--- config.mk ---
export PLATFORM = sky130hd
export DESIGN_NAME = reading_payload_deframer_top
export DESIGN_NICKNAME = d
export VERILOG_FILES = /design/src/rtl/rpd_pkg.sv /design/src/rtl/rpd_parser.sv /design/src/rtl/reading_payload_deframer_top.sv
export SDC_FILE = /design/constraint.sdc
export NUM_CORES = 1
export LEC_CHECK = 0
export BUFFER_PORTS_ARGS = -buffer_cell sky130_fd_sc_hd__buf_4
export CORE_AREA = 3 3 176 178
export DETAILED_ROUTE_END_ITERATION = 10
export DIE_AREA = 0 0 179 181
export SYNTH_ARGS = -nofsm -noshare
export SYNTH_HDL_FRONTEND = slang
export SYNTH_SLANG_ARGS = --single-unit
--- constraint.sdc ---
create_clock -name clk -period 5.1 [get_ports clk]
set_clock_uncertainty 0.1 [all_clocks]
set_input_delay 0.255 -clock clk [delete_from_list [all_inputs] [get_ports clk]]
set_output_delay 0.255 -clock clk [all_outputs]
set_load 0.02 [all_outputs]
--- src/rtl/rpd_pkg.sv ---
package rpd_pkg;

  localparam int MAX_RECORDS = 16;
  localparam int FIFO_DEPTH  = 4;
  localparam int FIFO_AW     = $clog2(FIFO_DEPTH);
  localparam int FIFO_CW     = $clog2(FIFO_DEPTH + 1);

  localparam logic [7:0] HDR_BYTES   = 8'd3;
  localparam logic [7:0] POS_MAX     = 8'd255;
  localparam logic [7:0] VERSION_RST = 8'd1;
  localparam logic [7:0] COUNT_CAP   = 8'd31;

  localparam logic KIND_RECORD  = 1'b0;
  localparam logic KIND_SUMMARY = 1'b1;

  typedef enum logic [2:0] {
    ERR_OK        = 3'd0,
    ERR_SHORT_HDR = 3'd1,
    ERR_VERSION   = 3'd2,
    ERR_COUNT     = 3'd3,
    ERR_TRUNCATED = 3'd4
  } err_t;

  typedef enum logic [2:0] {
    OFF_CHAN = 3'd0,
    OFF_B0   = 3'd1,
    OFF_B1   = 3'd2,
    OFF_B2   = 3'd3,
    OFF_B3   = 3'd4
  } rec_off_t;

  typedef struct packed {
    logic        kind;
    logic [7:0]  channel;
    logic [31:0] reading_bits;
    logic [7:0]  hdr_status;
    logic [4:0]  record_count;
    err_t        error_code;
    logic        end_of_frame;
  } res_t;

  typedef struct packed {
    logic rec_vld;
    logic sum_vld;
  } emit_t;

endpackage

--- src/rtl/rpd_parser.sv ---
module rpd_parser (
  input  logic             clk,
  input  logic             rst_n,
  input  logic             step,
  input  logic [7:0]       frame_byte,
  input  logic             final_byte,
  input  logic [7:0]       expected_version,
  output rpd_pkg::emit_t   emit,
  output rpd_pkg::res_t    rec_res,
  output rpd_pkg::res_t    sum_res
);

  logic [7:0]        pos_r, pos_nxt;
  logic              vgood_r, vgood_nxt;
  logic [7:0]        status_r, status_nxt;
  logic [7:0]        count_r, count_nxt;
  logic [7:0]        chan_r, chan_nxt;
  logic [31:0]       gather_r, gather_nxt;
  logic [4:0]        seen_r, seen_nxt;
  rpd_pkg::rec_off_t off_r, off_nxt;
  logic [5:0]        rec_r, rec_nxt;

  logic              in_body;
  logic              gate;
  logic              vgood_c;
  logic [7:0]        status_c, count_c, chan_c;
  logic [31:0]       gather_c;
  logic [4:0]        seen_c;
  rpd_pkg::err_t     err_c;

  always_comb begin
    vgood_c  = (pos_r == 8'd0) ? (frame_byte == expected_version) : vgood_r;
    status_c = (pos_r == 8'd1) ? frame_byte : status_r;
    count_c  = (pos_r == 8'd2) ? frame_byte : count_r;

    in_body = (pos_r >= rpd_pkg::HDR_BYTES) && (pos_r != rpd_pkg::POS_MAX);
    gate    = in_body && vgood_r && (count_r <= 8'(rpd_pkg::MAX_RECORDS)) &&
              ({2'b00, rec_r} < count_r);

    chan_c   = chan_r;
    gather_c = gather_r;
    if (gate) begin
      unique case (off_r)
        rpd_pkg::OFF_CHAN: chan_c = frame_byte;
        rpd_pkg::OFF_B0:   gather_c = {24'd0, frame_byte};
        rpd_pkg::OFF_B1:   gather_c[15:8]  = frame_byte;
        rpd_pkg::OFF_B2:   gather_c[23:16] = frame_byte;
        rpd_pkg::OFF_B3:   gather_c[31:24] = frame_byte;
        default:           gather_c = gather_r;
      endcase
    end

    emit.rec_vld = step && gate && (off_r == rpd_pkg::OFF_B3);
    emit.sum_vld = step && final_byte;
    seen_c = seen_r + {4'd0, emit.rec_vld};

    if (pos_r < 8'd2) begin
      err_c = rpd_pkg::ERR_SHORT_HDR;
    end else if (!vgood_c) begin
      err_c = rpd_pkg::ERR_VERSION;
    end else if (count_c > 8'(rpd_pkg::MAX_RECORDS)) begin
      err_c = rpd_pkg::ERR_COUNT;
    end else if ({3'd0, seen_c} < count_c) begin
      err_c = rpd_pkg::ERR_TRUNCATED;
    end else begin
      err_c = rpd_pkg::ERR_OK;
    end

    rec_res.kind          = rpd_pkg::KIND_RECORD;
    rec_res.channel       = chan_r;
    rec_res.reading_bits  = gather_c;
    rec_res.hdr_status    = 8'd0;
    rec_res.record_count  = 5'd0;
    rec_res.error_code    = rpd_pkg::ERR_OK;
    rec_res.end_of_frame  = 1'b0;

    sum_res.kind          = rpd_pkg::KIND_SUMMARY;
    sum_res.channel       = 8'd0;
    sum_res.reading_bits  = 32'd0;
    sum_res.hdr_status    = status_c;
    sum_res.record_count  = (count_c > rpd_pkg::COUNT_CAP) ? 5'd31 : count_c[4:0];
    sum_res.error_code    = err_c;
    sum_res.end_of_frame  = 1'b1;
  end

  always_comb begin
    pos_nxt    = pos_r;
    vgood_nxt  = vgood_r;
    status_nxt = status_r;
    count_nxt  = count_r;
    chan_nxt   = chan_r;
    gather_nxt = gather_r;
    seen_nxt   = seen_r;
    off_nxt    = off_r;
    rec_nxt    = rec_r;
    if (step) begin
      if (final_byte) begin
        pos_nxt    = 8'd0;
        vgood_nxt  = 1'b0;
        status_nxt = 8'd0;
        count_nxt  = 8'd0;
        chan_nxt   = 8'd0;
        gather_nxt = 32'd0;
        seen_nxt   = 5'd0;
        off_nxt    = rpd_pkg::OFF_CHAN;
        rec_nxt    = 6'd0;
      end else begin
        if (pos_r != rpd_pkg::POS_MAX) begin
          pos_nxt = pos_r + 8'd1;
        end
        vgood_nxt  = vgood_c;
        status_nxt = status_c;
        count_nxt  = count_c;
        chan_nxt   = chan_c;
        gather_nxt = gather_c;
        seen_nxt   = seen_c;
        if (in_body) begin
          if (off_r == rpd_pkg::OFF_B3) begin
            off_nxt = rpd_pkg::OFF_CHAN;
            rec_nxt = rec_r + 6'd1;
          end else begin
            off_nxt = rpd_pkg::rec_off_t'(off_r + 3'd1);
          end
        end
      end
    end
  end

  always_ff @(posedge clk) begin
    if (!rst_n) begin
      pos_r    <= 8'd0;
      vgood_r  <= 1'b0;
      status_r <= 8'd0;
      count_r  <= 8'd0;
      chan_r   <= 8'd0;
      gather_r <= 32'd0;
      seen_r   <= 5'd0;
      off_r    <= rpd_pkg::OFF_CHAN;
      rec_r    <= 6'd0;
    end else begin
      pos_r    <= pos_nxt;
      vgood_r  <= vgood_nxt;
      status_r <= status_nxt;
      count_r  <= count_nxt;
      chan_r   <= chan_nxt;
      gather_r <= gather_nxt;
      seen_r   <= seen_nxt;
      off_r    <= off_nxt;
      rec_r    <= rec_nxt;
    end
  end

endmodule

--- src/rtl/reading_payload_deframer_top.sv ---
// Measurement frame deframer. Feed one frame byte per transfer on in_, with
// in_tlast on the frame's final byte. Each complete five-byte record (channel,
// then float bits LSB first) within the declared count comes out on out_ with
// out_tuser low; the final byte also produces a summary (out_tuser and
// out_tlast high) with status, count (capped at 31) and an error code, after
// the record it may complete. A byte is held in the input register and passes
// through the parser into a four-entry result queue; one byte is taken every
// cycle while the queue has room for two results, and the single output port
// drains one result per cycle while out_tready is high. expected_version is
// written through cfg_we/cfg_wdata; the user must write it only while the
// block is idle, since the block itself does not enforce this.
module reading_payload_deframer_top (
  input  logic        clk,
  input  logic        rst_n,
  input  logic        in_tvalid,
  output logic        in_tready,
  input  logic [7:0]  in_tdata,   // [7:0] frame_byte
  input  logic        in_tlast,   // final_byte
  output logic        out_tvalid,
  input  logic        out_tready,
  output logic [55:0] out_tdata,  // [7:0] channel, [39:8] reading_bits,
                                  // [47:40] hdr_status, [52:48] record_count,
                                  // [55:53] error_code
  output logic        out_tuser,  // result_kind
  output logic        out_tlast,  // end_of_frame
  input  logic        cfg_we,
  input  logic [7:0]  cfg_wdata   // expected_version
);

  logic [7:0] ver_r;
  logic       in_vld_r, in_vld_nxt;
  logic [7:0] in_byte_r;
  logic       in_last_r;

  logic                        room;
  logic                        fire;
  logic                        in_acc;
  logic                        pop;
  rpd_pkg::emit_t              emit;
  rpd_pkg::res_t               rec_res, sum_res, head;
  rpd_pkg::res_t               q_r [rpd_pkg::FIFO_DEPTH];
  logic [rpd_pkg::FIFO_AW-1:0] wp_r, wp_nxt, rp_r, rp_nxt, wp_2nd;
  logic [rpd_pkg::FIFO_CW-1:0] cnt_r, cnt_nxt;

  assign room      = cnt_r <= rpd_pkg::FIFO_CW'(rpd_pkg::FIFO_DEPTH - 2);
  assign fire      = in_vld_r && room;
  assign in_tready = !in_vld_r || room;
  assign in_acc    = in_tvalid && in_tready;
  assign pop       = out_tvalid && out_tready;

  always_comb begin
    in_vld_nxt = in_vld_r;
    if (in_acc) begin
      in_vld_nxt = 1'b1;
    end else if (fire) begin
      in_vld_nxt = 1'b0;
    end
  end

  always_ff @(posedge clk) begin
    if (!rst_n) begin
      ver_r    <= rpd_pkg::VERSION_RST;
      in_vld_r <= 1'b0;
    end else begin
      if (cfg_we) begin
        ver_r <= cfg_wdata;
      end
      in_vld_r <= in_vld_nxt;
    end
  end

  always_ff @(posedge clk) begin
    if (in_acc) begin
      in_byte_r <= in_tdata;
      in_last_r <= in_tlast;
    end
  end

  rpd_parser u_parser (
    .clk              (clk),
    .rst_n            (rst_n),
    .step             (fire),
    .frame_byte       (in_byte_r),
    .final_byte       (in_last_r),
    .expected_version (ver_r),
    .emit             (emit),
    .rec_res          (rec_res),
    .sum_res          (sum_res)
  );

  always_comb begin
    wp_2nd  = wp_r + rpd_pkg::FIFO_AW'(emit.rec_vld);
    wp_nxt  = wp_2nd + rpd_pkg::FIFO_AW'(emit.sum_vld);
    rp_nxt  = rp_r + rpd_pkg::FIFO_AW'(pop);
    cnt_nxt = cnt_r + rpd_pkg::FIFO_CW'(emit.rec_vld) + rpd_pkg::FIFO_CW'(emit.sum_vld)
              - rpd_pkg::FIFO_CW'(pop);
  end

  always_ff @(posedge clk) begin
    if (!rst_n) begin
      wp_r  <= '0;
      rp_r  <= '0;
      cnt_r <= '0;
    end else begin
      wp_r  <= wp_nxt;
      rp_r  <= rp_nxt;
      cnt_r <= cnt_nxt;
    end
  end

  always_ff @(posedge clk) begin
    if (emit.rec_vld) begin
      q_r[wp_r] <= rec_res;
    end
    if (emit.sum_vld) begin
      q_r[wp_2nd] <= sum_res;
    end
  end

  assign head       = q_r[rp_r];
  assign out_tvalid = cnt_r != '0;
  assign out_tdata  = {head.error_code, head.record_count, head.hdr_status,
                       head.reading_bits, head.channel};
  assign out_tuser  = head.kind;
  assign out_tlast  = head.end_of_frame;

endmodule

* Yosys cells after proc, flatten, opt, wreduce, memory -nomap -nowiden *
Memories as Yosys holds them, arrays and structs flattened. A register that Yosys moved wholly into a read port is not among the register bits.
Cells that the tools add are included.

storage, ports and cells
  bits in registers = 104
  memory bits (writable) = 232
  input bits = 22
  logic and storage cells = 104
  memories = 1

cells by class
  add/subtract/negate cells = 10
  magnitude comparators = 8
  equality and inequality tests = 8
  mux-type cells = 36
  reductions and logical operators = 25

memories
  name  depth  width  read ports  clocked after Yosys merged registers in  write ports  line                                source
  q_r   4      58     1           1                                        2            reading_payload_deframer_top.sv:41  rpd_pkg::res_t q_r [rpd_pkg::FIFO_DEPTH];

operators by type and width
  kind                   count
  $mux W8                10
  $mux W32               2
  $pmux W8 S2            3
  $mux W3                7
  $mux W6                3
  $gt A8 B5 Y1 const B   2
  $reduce_bool A2 Y1     6
  $logic_and A1 B1 Y1    10
  $mux W5                2
  $add A8 B1 Y8 const B  1
  $eq A8 B1 Y1 const B   1
  $eq A8 B2 Y1 const B   1
  $eq A8 B8 Y1           1
  $ge A8 B2 Y1 const B   1
  $le A8 B5 Y1 const B   1
  $logic_not A8 Y1       1
  $lt A5 B8 Y1           1
  $lt A6 B8 Y1           1
  $lt A8 B2 Y1 const B   1
  $mux W1                8
  $ne A8 B8 Y1 const B   1
  $add A2 B1 Y2          3
  $add A3 B1 Y3          2
  $add A6 B1 Y6 const B  1
  14 further kinds       17

* Logic depth before layout (Yosys ltp) *
  depth in word-level cells = 13
  depth in mapped cells = 19
  mapped depth without buffers = 17

* Modules after synthesis *
Synthesis repeated with hierarchy kept, for this count alone.

second synthesis, totals
  cell total of the unflattened synthesis = 1215
  area total of the unflattened synthesis = 17256.6 µm²

by module, submodules not included
  module                        times used  cells each  area an instance (µm²)
  reading_payload_deframer_top  1           648         12187.9
  rpd_parser                    1           567         5068.6

* Least setup slack after synthesis *
Ideal clock, no wire load.

  kind = register to register
  from = register u_parser.count_r[1]
  to = memory q_r[0][10] (netlist bit), enable pin
  arrival = 3.298 ns
  path slack = 1.338 ns
  stages on the path, launching flop included = 15
  path buffers = 4
  path through = dfxtp_1 > inv_1 > ha_1 > a2111oi_2 > o21bai_1 > buf_2 > nor2_1 > buf_2 > and3_1 > ha_1 > xor2_1 > or3_1 > clkbuf_1 > clkbuf_1 > nand2_1

RTL lines
  item                    line                                source
  from (decl)             rpd_parser.sv:16                    logic [7:0] count_r, count_nxt;
  from (signal assigned)  rpd_parser.sv:144                   count_r <= count_nxt;
  to (decl)               reading_payload_deframer_top.sv:41

==> summary.txt <==
Global routing
  – Largest net degree at the start of global routing: 57
  – Vias in the first global route: 10490
  – Overall Global Routing Usage: a little under a quarter
  – Initial antenna violation count: 0
  – Gr ovfl total: 0
  – First-pass GRT wire length: 58.2 mm

Yosys
  – Mux cell area share after synthesis: 11.8%
  – #FFs+latches synth: 324
  – Post-synth EDFFs: 73
  – Post-synthesis adder-cell area fraction: 2.55%
  – Post-Synthesis Cells: 1363
  – Syn Nets: 1412
  – Top FF cell, synth: dfxtp_1
  – Largest family of logic cells by synthesized area: compound AO/OA/AOI/OAI gates
  – Sequential-to-total area share from yosys stat: 52.1%
  – YS warnings: 0
  – Post-synthesis simple-gate area fraction: a little over an eighth
  – Async SR Flop Fraction: 0%
  – Mapped cell area: 0.0138 mm²
  – Distinct cells, synth: 56
  – Xor-xnor portion of the synthesized cell area: about 1.5%
  – Post-Syn Area per Cell: between 10 and 15 µm²
  – Post-synthesis compound-gate area fraction: 14.5%

Die
  – Core Area: 0.0296 mm²
  – Overall die height: approximately 180 µm
  – Die X: 179 µm
  – Io pins: 82
  – Full die area: 0.0324 mm²
  – Initial core utilization: 46.8%
  – Row count: 63

Route
  – # DRC: 0
  – Wire per inst: 19.9 µm
  – Post-Route WL: 36.5 mm
  – Vias: roughly 10000
  – Antenna-violating nets left: 0
  – Routed vias/inst: 5.72
  – First DRT Iteration DRCs: between 800 and 900
  – DRT Pass-1 Iters: 5

Clock network
  – Post_cts resized: 0
  – Worst-Skew Late Latency: 0.52 ns
  – Clk slew on worst S/H paths: about 0.060 ns
  – Maximum clock path buffer count: 3
  – CTS tree: yes
  – CTS buffer count: 36
  – Clk sinks: 324
  – Root Buffer: clkbuf_16
  – H-tree levels: 2

Cells and area
  – Antenna diode count: 0
  – Layout area overhead: 16.1%
  – Share of cells above drive strength 1: 16.3%
  – Design area: 0.0161 mm²
  – Fin nets: 1469

Power and ir drop
  – Power per cell area: 384 mW/mm²
  – Part of the power in the clock network: a little over two fifths
  – Gate power share: about an eighth
  – Max rail drop VDD: 243 µV
  – Int Power: approximately 4.6 mW
  – Switching power: 1.60 mW
  – Leak pwr: 5.80 nW
  – Sw frac: between 20% and 30%
  – Seq pwr share: 46.0%

STA
  – Pins over their slew limit: 0
  – FMAX: 231 MHz
  – Slew @ Worst Pin: 1.00 ns
  – RSZ-0062 raised after global routing: no
  – Final number of setup-violating endpoints: 0
  – Final Critical Period: 4.32 ns
  – Relative slew margins: 33.2%
  – Final Hold Slack: 0.0241 ns
  – Fin Setup TNS: 0 ns
  – Fin. Hold Viols: 0
  – Period utilization: around 85%

Run
  – Max Cap Violations: 0

Worst setup path
  – Top cell by count, worst path: ha_1
  – Critical-path top delay cell: nor2_1
  – Worst setup EP type: flip-flop
  – Max Fanout on Critical Path: 16
  – Reg2reg setup slack: ~0.78 ns
  – Setup CP Type: reg2reg
  – Required @ worst endpoint: 5.37 ns
  – CP Launch Type: flip-flop
  – Crit path cell chain: inv_1 > ha_1 > o21a_1 > o211ai_1 > o21bai_1 > buf_4 > nor2_1 > and3_1 > ha_1 > nand3_1 > xnor2_1 > ha_1 > a2111o_1 > o2111ai_1 > nand4_1 > nor2_1
  – R2R cell count: 16
  – Origin of the critical flop-to-flop path: u_parser.count_r[2]
  – CP peak stage delay: 0.62 ns
  – Critical R2R Capture: q_r[0][3]
  – Crit path arrival time: 4.59 ns

Hold path
  – Worst Hold End: ver_r[2]
  – Beginning of the worst hold path: cfg_we
  – Class of the worst hold path: in2reg
  – Cells on Worst Hold Path: 3

Outcome
  – Outcome: finished clean

Placed design
  – Post-DP HPWL: 21.9 mm
  – IO buf count: between 80 and 90
  – DP Area: between 0.01 and 0.015 mm²
  – Placer congestion estimate: 0.841
## power groups by stage
stage / Combinational (mW) / Clock, mW / Sequential [mW]
floorplan: 0.596 / 0 / 2.75
global placement: 0.747 / 0 / 2.90
detailed placement: 0.755 / 0 / 2.90
CTS: 0.771 / 2.62 / 2.85
global route: 0.821 / 2.72 / 2.86
finish: 0.762 / 2.57 / 2.84
## what timing repair did
item	CTS	global route
hold endpoints to repair	18	0
hold buffers	21	0
setup buffers	0	0
## sequential cells by signal, indices dropped and copies added, names as in the netlist, 6 cells and up
register and count:
u_parser.rec_r 6, u_parser.count_r 8, u_parser.status_r 8, u_parser.chan_r 8
ver_r 8, q_r 228, u_parser.pos_r 8, in_byte_r 8
u_parser.gather_r 24
## cell type report
class / instances / area [µm²]
fill: 2634 / 13500
sequential: 324 / 7220
multi-input combinational: 910 / 6080
timing repair buffer: 131 / 1040
clock buffer: 47 / 1010
tap: 390 / 488
clock inverter: 17 / 165
inverter: 17 / 63.8
## synthesized netlist by cell type (3+ instances only)
cell | count | area [µm²]
nor2_1 | 121 | 454
nand3_1 | 8 | 40.0
dfxtp_1 | 251 | 5020
ha_1 | 25 | 313
buf_4 | 13 | 97.6
nand2_1 | 222 | 833
o21ai_1 | 4 | 20.0
nand4_1 | 9 | 56.3
xor2_1 | 8 | 70.1
and3_1 | 11 | 68.8
mux2i_1 | 32 | 320
clkbuf_1 | 66 | 248
mux4_2 | 57 | 1280
xnor2_1 | 16 | 140
buf_1 | 6 | 22.5
nand2b_1 | 5 | 31.3
a22o_1 | 16 | 140
inv_1 | 17 | 63.8
buf_2 | 25 | 125
a32o_1 | 16 | 160
edfxtp_1 | 73 | 2190
or3_1 | 7 | 43.8
a2bb2oi_1 | 8 | 70.1
a21oi_1 | 174 | 871
nor3_1 | 13 | 65.1
a32oi_1 | 9 | 78.8
o21a_1 | 3 | 22.5
nor4_1 | 5 | 31.3
a31oi_1 | 3 | 18.8
nand3b_1 | 4 | 30.0
and2_1 | 13 | 81.3
a22oi_1 | 10 | 75.1
a21boi_0 | 8 | 60.1
o21ai_0 | 75 | 375
a21o_1 | 3 | 22.5
## kinds of logic (layout without fill, tap and decap cells)
group	count (synthesis)	count (layout)
DFF	324	324
muxes	91	91
buffers and inverters	129	212
xor gates and xnor gates	24	24
AOI/OAI and AO/OA	338	338
and+or+nand+nor	430	430
adders and majority gates	27	27
## worst max path at each step
| stage | from | endpoint |
|---|---|---|
| final | u_parser.count_r[2] | q_r[0][3] |
| after global routing | u_parser.count_r[2] | q_r[0][3] |
| after CTS | u_parser.count_r[2] | q_r[0][3] |
| after detailed placement | u_parser.count_r[1] | q_r[0][3] |
| after global placement | u_parser.count_r[1] | q_r[3][3] |
| after floorplan | u_parser.count_r[1] | q_r[0][10] |
## critical path: cells and delay by family, from the launching register on
| kind | cells | cell delay, ns |
|---|---|---|
| xor+xnor | 1 | 0.20 |
| flops | 1 | 0.38 |
| fa+ha+maj | 3 | 0.74 |
| buf+inv | 2 | 0.27 |
| compound gates | 5 | 1.08 |
| simple gates | 5 | 1.42 |
## metrics by stage
stage / utilization (%) / total power, mW / std cells / setup WS, ns
3_5_place_dp: 49.7 / 3.65 / 1751 / 0.872
3_3_place_gp: 49.7 / 3.64 / 1751 / 0.945
2_1_floorplan: - / 3.35 / 1363 / 1.34
6_report: 54.4 / 6.18 / 1836 / 0.776
4_1_cts: 54.4 / 6.24 / 1836 / 0.830
5_1_grt: 54.4 / 6.40 / 1836 / 0.436
## layer usage
metal | vias to the layer above | wire length, µm | track usage [%] | part of all wire, %
met5 | - | 0 | 0 | 0
met4 | 0 | 819 | 6.27 | 2.2
met3 | 61 | 2100 | 3.93 | 5.8
met2 | 328 | 17500 | 38.0 | 48
met1 | 5136 | 16000 | 30.7 | 44
li1 | 4968 | - | - | -
## placed cells by master (no fill, tap or decap), types with 11 or more instances in the layout
cell and instances:
dlygate4sd3_1 21, a32o_1 16, mux2i_1 32, a22o_1 16, and2_1 13, inv_1 17, and3_1 11, edfxtp_1 73
clkbuf_16 37, nor2_1 121, buf_4 110, xnor2_1 16, mux4_2 57, o21ai_0 75, a21oi_1 174, dfxtp_1 249
ha_1 25, nand2_1 222
Note: power is estimated with default switching activity, not from simulation.
